### src/sv/bqlpf_pkg.sv
// Shared types, constants and helpers for the biquad low-pass filter core.
// Holds the sequencer state and phase enums, register indexes and the
// 64-bit saturating clamp used by the shared adder. No dependencies.
package bqlpf_pkg;

  // Coefficient format: signed Q2.22
  localparam int COEF_W    = 24;
  localparam int COEF_FRAC = 22;
  // Delay values carry 8 fractional bits in sample units
  localparam int STATE_FRAC = 8;

  // Working word of the datapath and its exact-sum width
  localparam int ACC_W = 64;
  localparam int SUM_W = ACC_W + 2;

  // Shared multiplier: coefficient times a 23-bit operand chunk
  localparam int MUL_B_W = COEF_FRAC + 1;
  localparam int PROD_W  = COEF_W + MUL_B_W;
  localparam int TOP_W   = ACC_W - 2 * COEF_FRAC;

  localparam int CFG_IDX_W  = 2;
  localparam int CFG_DATA_W = COEF_W;

  localparam logic [CFG_IDX_W-1:0] REG_GAIN_B0     = 2'd0;
  localparam logic [CFG_IDX_W-1:0] REG_FEEDBACK_A1 = 2'd1;
  localparam logic [CFG_IDX_W-1:0] REG_FEEDBACK_A2 = 2'd2;

  localparam logic signed [ACC_W-1:0]  ACC_MAX = {1'b0, {(ACC_W-1){1'b1}}};
  localparam logic signed [ACC_W-1:0]  ACC_MIN = {1'b1, {(ACC_W-1){1'b0}}};
  localparam logic signed [PROD_W-1:0] LO_HALF = PROD_W'(1) << (COEF_FRAC - 1);
  localparam logic signed [ACC_W-1:0]  RND_HALF = ACC_W'(1) << (STATE_FRAC - 1);

  typedef enum logic [3:0] {
    S_IDLE,
    S_MUL_LO,
    S_MUL_MID,
    S_MUL_TOP,
    S_MUL_HI,
    S_MUL_SAT,
    S_MUL_ACC,
    S_GUARD,
    S_SUM_A,
    S_SUM_B,
    S_SUM_C,
    S_ROUND,
    S_DONE
  } state_t;

  // Which coefficient product is in flight
  typedef enum logic [1:0] {
    PH_A1,
    PH_A2,
    PH_B0
  } phase_t;

  typedef struct packed {
    logic signed [ACC_W-1:0] val;
    logic                    ovf;
  } sat_t;

  // Clamp an exact sum to the signed 64-bit range and flag the clamp
  function automatic sat_t sat_clamp(input logic signed [SUM_W-1:0] v);
    sat_t r;
    if (v > SUM_W'(ACC_MAX)) begin
      r.val = ACC_MAX;
      r.ovf = 1'b1;
    end else if (v < SUM_W'(ACC_MIN)) begin
      r.val = ACC_MIN;
      r.ovf = 1'b1;
    end else begin
      r.val = v[ACC_W-1:0];
      r.ovf = 1'b0;
    end
    return r;
  endfunction

endpackage

### src/sv/biquad_lowpass_filter_core.sv
// Direct-form-II second-order low-pass biquad with one shared multiplier
// and one shared saturating adder under a small sequencer.
// Depends on bqlpf_pkg for types, constants and the clamp helper.
//
//   channel | ports                                         | dir
//   --------+-----------------------------------------------+-----
//   input   | in_valid, in_stall, in_sample                 | in
//   result  | out_valid, out_stall, out_filtered,           | out
//           | out_clipped, out_guard_hit                    |
//   config  | cfg_we, cfg_index, cfg_data                   | in
//
// A new sample is refused while one is in flight; each sample runs three
// coefficient products, each split into three 24x23 partial products on the
// one multiplier, plus the saturating adds that follow them on the one adder.
// The result register is loaded in the sequencer's last step; a stalled result
// holds the sequencer in its last step until the register frees up.
// Synchronous active-low reset clears the delay line, coefficients and control.
module biquad_lowpass_filter_core
  import bqlpf_pkg::*;
#(
  parameter int SAMPLE_WIDTH = 16,
  parameter int STATE_WIDTH  = 40
) (
  input  logic                           clk,
  input  logic                           rst_n,
  input  logic                           in_valid,
  output logic                           in_stall,
  input  logic signed [SAMPLE_WIDTH-1:0] in_sample,
  output logic                           out_valid,
  input  logic                           out_stall,
  output logic signed [SAMPLE_WIDTH-1:0] out_filtered,
  output logic                           out_clipped,
  output logic                           out_guard_hit,
  input  logic                           cfg_we,
  input  logic [CFG_IDX_W-1:0]           cfg_index,
  input  logic [CFG_DATA_W-1:0]          cfg_data
);

  localparam logic signed [SAMPLE_WIDTH-1:0] OUT_MAX = {1'b0, {(SAMPLE_WIDTH-1){1'b1}}};
  localparam logic signed [SAMPLE_WIDTH-1:0] OUT_MIN = {1'b1, {(SAMPLE_WIDTH-1){1'b0}}};

  state_t state_r, state_nxt;
  phase_t phase_r, phase_nxt;

  logic signed [COEF_W-1:0]       b0_r, b0_nxt;
  logic signed [COEF_W-1:0]       a1_r, a1_nxt;
  logic signed [COEF_W-1:0]       a2_r, a2_nxt;
  logic signed [STATE_WIDTH-1:0]  d0_r, d0_nxt;
  logic signed [STATE_WIDTH-1:0]  d1_r, d1_nxt;

  logic signed [SAMPLE_WIDTH-1:0] x_r, x_nxt;
  logic signed [ACC_W-1:0]        acc_r, acc_nxt;
  logic signed [ACC_W-1:0]        opd_r, opd_nxt;
  logic signed [PROD_W-1:0]       prod_r, prod_nxt;
  logic signed [COEF_W:0]         lo_r, lo_nxt;
  logic signed [SUM_W-1:0]        hi_r, hi_nxt;
  logic signed [ACC_W-1:0]        m_r, m_nxt;
  logic                           msat_r, msat_nxt;
  logic                           wsat_r, wsat_nxt;
  logic signed [STATE_WIDTH-1:0]  w_r, w_nxt;
  logic                           guard_r, guard_nxt;

  logic                           out_valid_r, out_valid_nxt;
  logic signed [SAMPLE_WIDTH-1:0] out_filtered_r, out_filtered_nxt;
  logic                           out_clipped_r, out_clipped_nxt;
  logic                           out_guard_hit_r, out_guard_hit_nxt;

  // Shared multiplier
  logic signed [COEF_W-1:0]  mul_a;
  logic signed [MUL_B_W-1:0] mul_b;
  logic signed [PROD_W-1:0]  mul_p;

  // Shared saturating adder
  logic signed [ACC_W-1:0] add_a;
  logic signed [ACC_W-1:0] add_b;
  logic                    add_sub;
  logic signed [SUM_W-1:0] add_sum;
  sat_t                    add_res;

  logic signed [PROD_W-1:0]       lo_round;
  logic                           hi_sat;
  logic signed [ACC_W-1:0]        hi_clamped;
  logic signed [ACC_W-1:0]        d0_ext;
  logic signed [ACC_W-1:0]        d1_ext;
  logic signed [ACC_W-1:0]        xq;
  logic signed [STATE_WIDTH-1:0]  w_trunc;
  logic                           w_fit;
  logic                           guard;
  logic signed [ACC_W-1:0]        w_sel;
  logic signed [ACC_W-STATE_FRAC-1:0] rnd_q;
  logic signed [SAMPLE_WIDTH-1:0] y_trunc;
  logic                           y_fit;

  assign d0_ext = ACC_W'(d0_r);
  assign d1_ext = ACC_W'(d1_r);
  assign xq     = ACC_W'(x_r) <<< STATE_FRAC;

  always_comb begin
    case (phase_r)
      PH_A1:   mul_a = a1_r;
      PH_A2:   mul_a = a2_r;
      default: mul_a = b0_r;
    endcase
    case (state_r)
      S_MUL_MID: mul_b = {1'b0, opd_r[2*COEF_FRAC-1:COEF_FRAC]};
      S_MUL_TOP: mul_b = {{(MUL_B_W-TOP_W){opd_r[ACC_W-1]}}, opd_r[ACC_W-1:2*COEF_FRAC]};
      default:   mul_b = {1'b0, opd_r[COEF_FRAC-1:0]};
    endcase
  end

  assign mul_p = PROD_W'(mul_a) * PROD_W'(mul_b);

  // Low chunk rounded back to 8 fractional bits
  assign lo_round = prod_r + LO_HALF;

  // High partial sum clamps when it leaves the 64-bit range; the minimum counts too
  assign hi_sat     = (hi_r > SUM_W'(ACC_MAX)) || (hi_r <= SUM_W'(ACC_MIN));
  assign hi_clamped = hi_sat ? (hi_r[SUM_W-1] ? ACC_MIN : ACC_MAX) : hi_r[ACC_W-1:0];

  always_comb begin
    add_a   = acc_r;
    add_b   = '0;
    add_sub = 1'b0;
    case (state_r)
      S_MUL_SAT: begin
        add_a = hi_clamped;
        add_b = ACC_W'(lo_r);
      end
      S_MUL_ACC: begin
        add_b   = m_r;
        add_sub = 1'b1;
      end
      S_SUM_A, S_SUM_B: begin
        add_b = d0_ext;
      end
      S_SUM_C: begin
        add_b = d1_ext;
      end
      S_ROUND: begin
        add_a = m_r;
        add_b = RND_HALF;
      end
      default: begin
        add_b = '0;
      end
    endcase
  end

  assign add_sum = add_sub ? (SUM_W'(add_a) - SUM_W'(add_b))
                           : (SUM_W'(add_a) + SUM_W'(add_b));
  assign add_res = sat_clamp(add_sum);

  // Delay overflow check: any clamp on the way, or w outside the state range
  assign w_trunc = acc_r[STATE_WIDTH-1:0];
  assign w_fit   = (ACC_W'(w_trunc) == acc_r);
  assign guard   = wsat_r || !w_fit;
  assign w_sel   = guard ? xq : acc_r;

  assign rnd_q   = add_res.val[ACC_W-1:STATE_FRAC];
  assign y_trunc = acc_r[SAMPLE_WIDTH-1:0];
  assign y_fit   = (ACC_W'(y_trunc) == acc_r);

  always_comb begin
    state_nxt         = state_r;
    phase_nxt         = phase_r;
    b0_nxt            = b0_r;
    a1_nxt            = a1_r;
    a2_nxt            = a2_r;
    d0_nxt            = d0_r;
    d1_nxt            = d1_r;
    x_nxt             = x_r;
    acc_nxt           = acc_r;
    opd_nxt           = opd_r;
    prod_nxt          = prod_r;
    lo_nxt            = lo_r;
    hi_nxt            = hi_r;
    m_nxt             = m_r;
    msat_nxt          = msat_r;
    wsat_nxt          = wsat_r;
    w_nxt             = w_r;
    guard_nxt         = guard_r;
    out_valid_nxt     = out_valid_r;
    out_filtered_nxt  = out_filtered_r;
    out_clipped_nxt   = out_clipped_r;
    out_guard_hit_nxt = out_guard_hit_r;

    if (cfg_we) begin
      case (cfg_index)
        REG_GAIN_B0:     b0_nxt = cfg_data;
        REG_FEEDBACK_A1: a1_nxt = cfg_data;
        REG_FEEDBACK_A2: a2_nxt = cfg_data;
        default: ;
      endcase
    end

    if (out_valid_r && !out_stall) begin
      out_valid_nxt = 1'b0;
    end

    case (state_r)
      S_IDLE: begin
        if (in_valid) begin
          x_nxt     = in_sample;
          acc_nxt   = ACC_W'(in_sample) <<< STATE_FRAC;
          opd_nxt   = d0_ext;
          phase_nxt = PH_A1;
          wsat_nxt  = 1'b0;
          state_nxt = S_MUL_LO;
        end
      end
      S_MUL_LO: begin
        prod_nxt  = mul_p;
        state_nxt = S_MUL_MID;
      end
      S_MUL_MID: begin
        prod_nxt  = mul_p;
        lo_nxt    = lo_round[PROD_W-1:COEF_FRAC];
        state_nxt = S_MUL_TOP;
      end
      S_MUL_TOP: begin
        prod_nxt  = mul_p;
        hi_nxt    = SUM_W'(prod_r);
        state_nxt = S_MUL_HI;
      end
      S_MUL_HI: begin
        hi_nxt    = hi_r + (SUM_W'(prod_r) <<< COEF_FRAC);
        state_nxt = S_MUL_SAT;
      end
      S_MUL_SAT: begin
        m_nxt     = add_res.val;
        msat_nxt  = hi_sat | add_res.ovf;
        state_nxt = (phase_r == PH_B0) ? S_ROUND : S_MUL_ACC;
      end
      S_MUL_ACC: begin
        acc_nxt  = add_res.val;
        wsat_nxt = wsat_r | msat_r | add_res.ovf;
        if (phase_r == PH_A1) begin
          opd_nxt   = d1_ext;
          phase_nxt = PH_A2;
          state_nxt = S_MUL_LO;
        end else begin
          state_nxt = S_GUARD;
        end
      end
      S_GUARD: begin
        guard_nxt = guard;
        w_nxt     = w_sel[STATE_WIDTH-1:0];
        acc_nxt   = w_sel;
        state_nxt = S_SUM_A;
      end
      S_SUM_A: begin
        acc_nxt   = add_res.val;
        state_nxt = S_SUM_B;
      end
      S_SUM_B: begin
        acc_nxt   = add_res.val;
        state_nxt = S_SUM_C;
      end
      S_SUM_C: begin
        acc_nxt   = add_res.val;
        opd_nxt   = add_res.val;
        phase_nxt = PH_B0;
        state_nxt = S_MUL_LO;
      end
      S_ROUND: begin
        acc_nxt   = ACC_W'(rnd_q);
        state_nxt = S_DONE;
      end
      S_DONE: begin
        // Hold until the result register is free, then shift the delay line
        if (!out_valid_r || !out_stall) begin
          out_valid_nxt     = 1'b1;
          out_filtered_nxt  = y_fit ? y_trunc : (acc_r[ACC_W-1] ? OUT_MIN : OUT_MAX);
          out_clipped_nxt   = !y_fit;
          out_guard_hit_nxt = guard_r;
          d1_nxt            = d0_r;
          d0_nxt            = w_r;
          state_nxt         = S_IDLE;
        end
      end
      default: begin
        state_nxt = S_IDLE;
      end
    endcase
  end

  always_ff @(posedge clk) begin
    if (!rst_n) begin
      state_r     <= S_IDLE;
      phase_r     <= PH_A1;
      b0_r        <= '0;
      a1_r        <= '0;
      a2_r        <= '0;
      d0_r        <= '0;
      d1_r        <= '0;
      out_valid_r <= 1'b0;
    end else begin
      state_r     <= state_nxt;
      phase_r     <= phase_nxt;
      b0_r        <= b0_nxt;
      a1_r        <= a1_nxt;
      a2_r        <= a2_nxt;
      d0_r        <= d0_nxt;
      d1_r        <= d1_nxt;
      out_valid_r <= out_valid_nxt;
    end
  end

  always_ff @(posedge clk) begin
    x_r             <= x_nxt;
    acc_r           <= acc_nxt;
    opd_r           <= opd_nxt;
    prod_r          <= prod_nxt;
    lo_r            <= lo_nxt;
    hi_r            <= hi_nxt;
    m_r             <= m_nxt;
    msat_r          <= msat_nxt;
    wsat_r          <= wsat_nxt;
    w_r             <= w_nxt;
    guard_r         <= guard_nxt;
    out_filtered_r  <= out_filtered_nxt;
    out_clipped_r   <= out_clipped_nxt;
    out_guard_hit_r <= out_guard_hit_nxt;
  end

  assign in_stall      = (state_r != S_IDLE);
  assign out_valid     = out_valid_r;
  assign out_filtered  = out_filtered_r;
  assign out_clipped   = out_clipped_r;
  assign out_guard_hit = out_guard_hit_r;

endmodule
### config.mk
export PLATFORM = sky130hd
export DESIGN_NAME = biquad_lowpass_filter_core
export DESIGN_NICKNAME = d
export VERILOG_FILES = /design/src/sv/bqlpf_pkg.sv /design/src/sv/biquad_lowpass_filter_core.sv
export SDC_FILE = /design/constraint.sdc
export NUM_CORES = 2
export LEC_CHECK = 0
export BUFFER_PORTS_ARGS = -buffer_cell sky130_fd_sc_hd__buf_4
export CORE_ASPECT_RATIO = 1.75
export CORE_MARGIN = 2
export CORE_UTILIZATION = 55
export CTS_CLUSTER_DIAMETER = 120
export DETAILED_ROUTE_END_ITERATION = 10
export GPL_TIMING_DRIVEN = 0
export HOLD_SLACK_MARGIN = 0.1
export PLACE_DENSITY = 0.71
export SLEW_MARGIN = 20
export SYNTH_ARGS = -nofsm -noshare
export SYNTH_HDL_FRONTEND = slang
export SYNTH_SLANG_ARGS = --single-unit
### constraint.sdc
create_clock -name clk -period 12 [get_ports clk]
set_clock_uncertainty 0.05 [all_clocks]
set_input_delay 0.6 -clock clk [delete_from_list [all_inputs] [get_ports clk]]
set_output_delay 0.6 -clock clk [all_outputs]
set_load 0.005 [all_outputs]
==> results of run 1 <==
==> metrics by stage <==
step	setup WS, ns	std cells
2_1_floorplan	2.948	5842
3_5_place_dp	0.1692	7241
3_3_place_gp	-0.6253	7216
4_1_cts	0.1510	7359
==> logic make-up after synthesis <==
logic type | after synthesis | synth area share
DFF | 566 | 0.2845
adders and majority gates | 839 | 0.2748
buffers and inverters | 1016 | 0.07305
xor gates and xnor gates | 218 | 0.03575
muxes | 67 | 0.01269
AOI/OAI and AO/OA | 1430 | 0.1802
and+or+nand+nor | 1706 | 0.1390
==> layer usage <==
metal,GRT usage,overflow
met3,0.2606,0
met2,0.8446,19
met1,0.5562,0
met4,0.6502,6
met5,0.03179,0
==> impl_metrics.env, run 1 <==
export IMPL_post_cts_setup_buffer_count=0
export IMPL_yosysWarningCount=0
export IMPL_h_tree_depth=2
export IMPL_syn_inst=5842
export IMPL_synth_seq_cells=566
export IMPL_netlist_area_leader_share=0.2257
export IMPL_die_w_um=241.2
export IMPL_synth_top_area_cell="edfxtp_1"
export IMPL_root_buffer="clkbuf_16"
export IMPL_cts_sinks=566
export IMPL_numCtsBuffers=56
export IMPL_grt_pass1_wl_mm=402.9
export IMPL_place_congestion=1.105
export IMPL_rows=152
export IMPL_stop_error="[ERROR GRT-0116] Global routing finished with congestion. Check the congestion regions in the DRC Viewer."
export IMPL_status="aborted with a tool error"
export IMPL_synth_edff_count=407
export IMPL_port_buffer_count=65
export IMPL_synth_avg_cell_area_um2=9.267
export IMPL_ys_top_cells_by_area="edfxtp_1 23%, fa_1 22%, nand2_1 6.2%"
export IMPL_synth_cell_area_um2=54140
export IMPL_place_area_um2=56900
export IMPL_grt_total_usage=0.5744
export IMPL_synth_common_cells="888 x nand2_1, 673 x inv_1, 588 x fa_1"
export IMPL_clockBufferDepth=3
export IMPL_syn_nets=6714
export IMPL_ys_flop_type="edfxtp_1"
export IMPL_haltStage="global routing"
export IMPL_hpwl_mm=208.3
export IMPL_overflow=25
export IMPL_postCtsHoldBufs=15
export IMPL_async_flop_share=0
export IMPL_die_y_um=419.1
export IMPL_ys_types=99
export IMPL_grt_pass1_vias=53690
export IMPL_yosysMostFrequentCell="nand2_1"
export IMPL_start_util=0.5538
export IMPL_grt_max_degree=51
export IMPL_ys_seq_area_frac=0.2845
export IMPL_io_pins=67
export IMPL_ctsResizeCount=0
==> inputs of run 2 (changes only) <==
--- a/config.mk
+++ b/config.mk
@@ -6,14 +6,11 @@
 export NUM_CORES = 2
 export LEC_CHECK = 0
 export BUFFER_PORTS_ARGS = -buffer_cell sky130_fd_sc_hd__buf_4
-export CORE_ASPECT_RATIO = 1.75
 export CORE_MARGIN = 2
-export CORE_UTILIZATION = 55
-export CTS_CLUSTER_DIAMETER = 120
+export CORE_UTILIZATION = 40
 export DETAILED_ROUTE_END_ITERATION = 10
 export GPL_TIMING_DRIVEN = 0
-export HOLD_SLACK_MARGIN = 0.1
-export PLACE_DENSITY = 0.71
+export PLACE_DENSITY_LB_ADDON = 0.15
 export SLEW_MARGIN = 20
 export SYNTH_ARGS = -nofsm -noshare
 export SYNTH_HDL_FRONTEND = slang
==> run 2 against run 1 <==
  * The run now ends clean
  * Area after synthesis did not move
  * Synthesized cell count did not move
==> impl_metrics.env, run 2 <==
export IMPL_status="completed"
export IMPL_drive_gt1_frac=0.06657
export IMPL_synthToLayoutAreaGrowth_pct=10.57
export IMPL_ys_types=99
export IMPL_numCtsBuffers=69
export IMPL_power_density_nw_per_um2=180.0
export IMPL_grt_max_degree=45
export IMPL_ys_seq_area_frac=0.2845
export IMPL_cts_tree="built"
export IMPL_setup_viol=0
export IMPL_regArea_um2=15400
export IMPL_cts_sinks=566
export IMPL_grt_total_usage=0.3469
export IMPL_place_congestion=1.045
export IMPL_crit_top_cell="fa_1"
export IMPL_wl_per_cell_um=30.75
export IMPL_final_cell_mix="888 x nand2_1, 673 x inv_1, 587 x fa_1, 407 x edfxtp_1, 370 x nor2_1"
export IMPL_hpwl_mm=196.7
export IMPL_slew_violations=0
export IMPL_io_pins=67
export IMPL_crit_type="reg -> reg"
export IMPL_yosysWarningCount=0
export IMPL_cp_required_ns=12.39
export IMPL_wl_mm=241.1
export IMPL_synth_edff_count=407
export IMPL_fillers=13180
export IMPL_async_flop_share=0
export IMPL_die_y_um=371.9
export IMPL_clockBufferDepth=3
export IMPL_postLayoutCoreUtil=0.4469
export IMPL_power_total_mw=10.78
export IMPL_crit_arrival_ns=11.95
export IMPL_max_freq_mhz=86.46
export IMPL_maxSlewHeadroom=0.1697
export IMPL_worst_pin_slew_ns=1.245
export IMPL_setup_worst_path_end_class="flip-flop"
export IMPL_post_cts_setup_buffer_count=0
export IMPL_port_buffer_count=65
export IMPL_root_buffer="clkbuf_16"
export IMPL_ys_top_cells_by_area="edfxtp_1 23%, fa_1 22%, nand2_1 6.2%"
export IMPL_h_tree_depth=3
export IMPL_first_pass_iters=6
export IMPL_synth_common_cells="888 x nand2_1, 673 x inv_1, 588 x fa_1"
export IMPL_syn_inst=5842
export IMPL_leakage_nw=24.86
export IMPL_start_util=0.4042
export IMPL_fin_crit_ns=11.57
export IMPL_grt_pass1_vias=46390
export IMPL_final_common_cell="nand2_1"
export IMPL_dr_total_vias=46820
export IMPL_multi_input_area_um2=35030
export IMPL_overflow=0
export IMPL_nNetsFinal=6887
export IMPL_synth_top_area_cell="edfxtp_1"
export IMPL_cpPeakStageDelay_ns=0.62
export IMPL_synth_avg_cell_area_um2=9.267
export IMPL_die_area_um2=138300
export IMPL_clkSlewWorstSetupHoldPaths_ns=0.06
export IMPL_drv_cap=0
export IMPL_core_area_um2=134000
export IMPL_via_per_inst=5.972
export IMPL_grt_setup_unrepaired="no"
export IMPL_fin_crit_sh=0.9638
export IMPL_hp_class="in -> reg"
export IMPL_rows=134
export IMPL_die_w_um=371.9
export IMPL_largest_reg_flops=66
export IMPL_clk_latency_ns=0.69
export IMPL_hold_viol_final=0
export IMPL_grt_pass1_wl_mm=339.0
export IMPL_synth_seq_cells=566
export IMPL_synth_cell_area_um2=54140
export IMPL_cp_max_fo=10
export IMPL_netlist_area_leader_share=0.2257
export IMPL_drc_errors=0
export IMPL_drtIter0Drc=4713
export IMPL_ys_flop_type="edfxtp_1"
export IMPL_regMostFlops="hi_r"
export IMPL_syn_nets=6714
export IMPL_yosysMostFrequentCell="nand2_1"
export IMPL_start_kind="flip-flop"
export IMPL_vdd_ir_drop_max_mv=0.1289
export IMPL_antenna_found_initial=20
export IMPL_drtAntennaViolNets=0
export IMPL_crit_slowest_cell="dfxtp_1"
## run 2: power breakdown
part	switching, mW	total (mW)	internal (mW)
combinational	4.12	5.84	1.72
sequential	0.274	2.75	2.48
clock	0.946	2.19	1.24
total	5.34	10.8	5.44
## run 2: worst paths after layout
path,startpoint,endpoint,slack [ns],depth (start not counted)
max reg2reg,state_r[1]$_SDFFE_PN0P_,prod_r[46]$_DFFE_PP_,0.43,29
max,state_r[1]$_SDFFE_PN0P_,prod_r[46]$_DFFE_PP_,0.43,29
min reg2reg,guard_r$_DFFE_PP_,out_guard_hit$_DFFE_PP_,0.39,0
min,in_sample[9],x_r[9]$_DFFE_PP_,0.06,1
## run 2: kinds of logic (layout without fill, tap and decap cells)
kind of cell    Yosys count  count (layout)  synth area share
compound gates         1430            1430            0.1802
buf+inv                1016            1243           0.07305
flops                   566             566            0.2845
xor+xnor                218             218           0.03575
other cells               0               3                 0
mux                      67              67           0.01269
fa+ha+maj               839             839            0.2748
simple gates           1706            1706            0.1390
## run 2: routing by layer
layer	up-vias	wire, µm	GRT usage
li1	20280	-	-
met1	23650	91580	0.4219
met2	2209	112300	0.5636
met3	677	17190	0.05654
met4	8	19980	0.2405
met5	-	53	0
## run 2: per-stage QoR
stage                     cells  hold WS, ns  setup TNS [ns]  setup slack (ns)  instance area (µm²)
final                      7840      0.06233               0            0.4344                59860
after detailed placement   7712       0.3839         -0.3269           -0.2814                57520
after floorplan            5842       0.3503               0             2.948                54140
after global routing       7837      0.04915               0            0.1249                59850
after global placement     7675       0.3544         -146.18            -1.536                56840
after CTS                  7837      0.03363               0            0.1557                59810
## run 2: area by class of cell
class                   count  share of cell area
multi-input cells        4260              0.5852
flip-flops and latches    566              0.2573
inverters                 676             0.04239
well taps                1768             0.03695
clock buffers              82             0.03016
plain buffers             340             0.02397
repair buffers            102             0.01584
clock inverters            43            0.007964
diodes                      3           0.0001254
## run 2: critical path: cells and delay by family (launching register included)
kind,cells,cell delay [ns]
flip-flops,1,0.62
AO/OA/AOI/OAI,6,2.39
buffers and inverters,9,2.58
XOR/XNOR,1,0.31
adder cells (fa/ha/maj),8,4.06
AND/OR/NAND/NOR,5,1.25
## run 2: timing repair
item	CTS	global route
hold buffers	0	0
setup endpoints to repair	3	4
resized for setup	4	17
No activity file was read; power rests on OpenSTA's default activity.
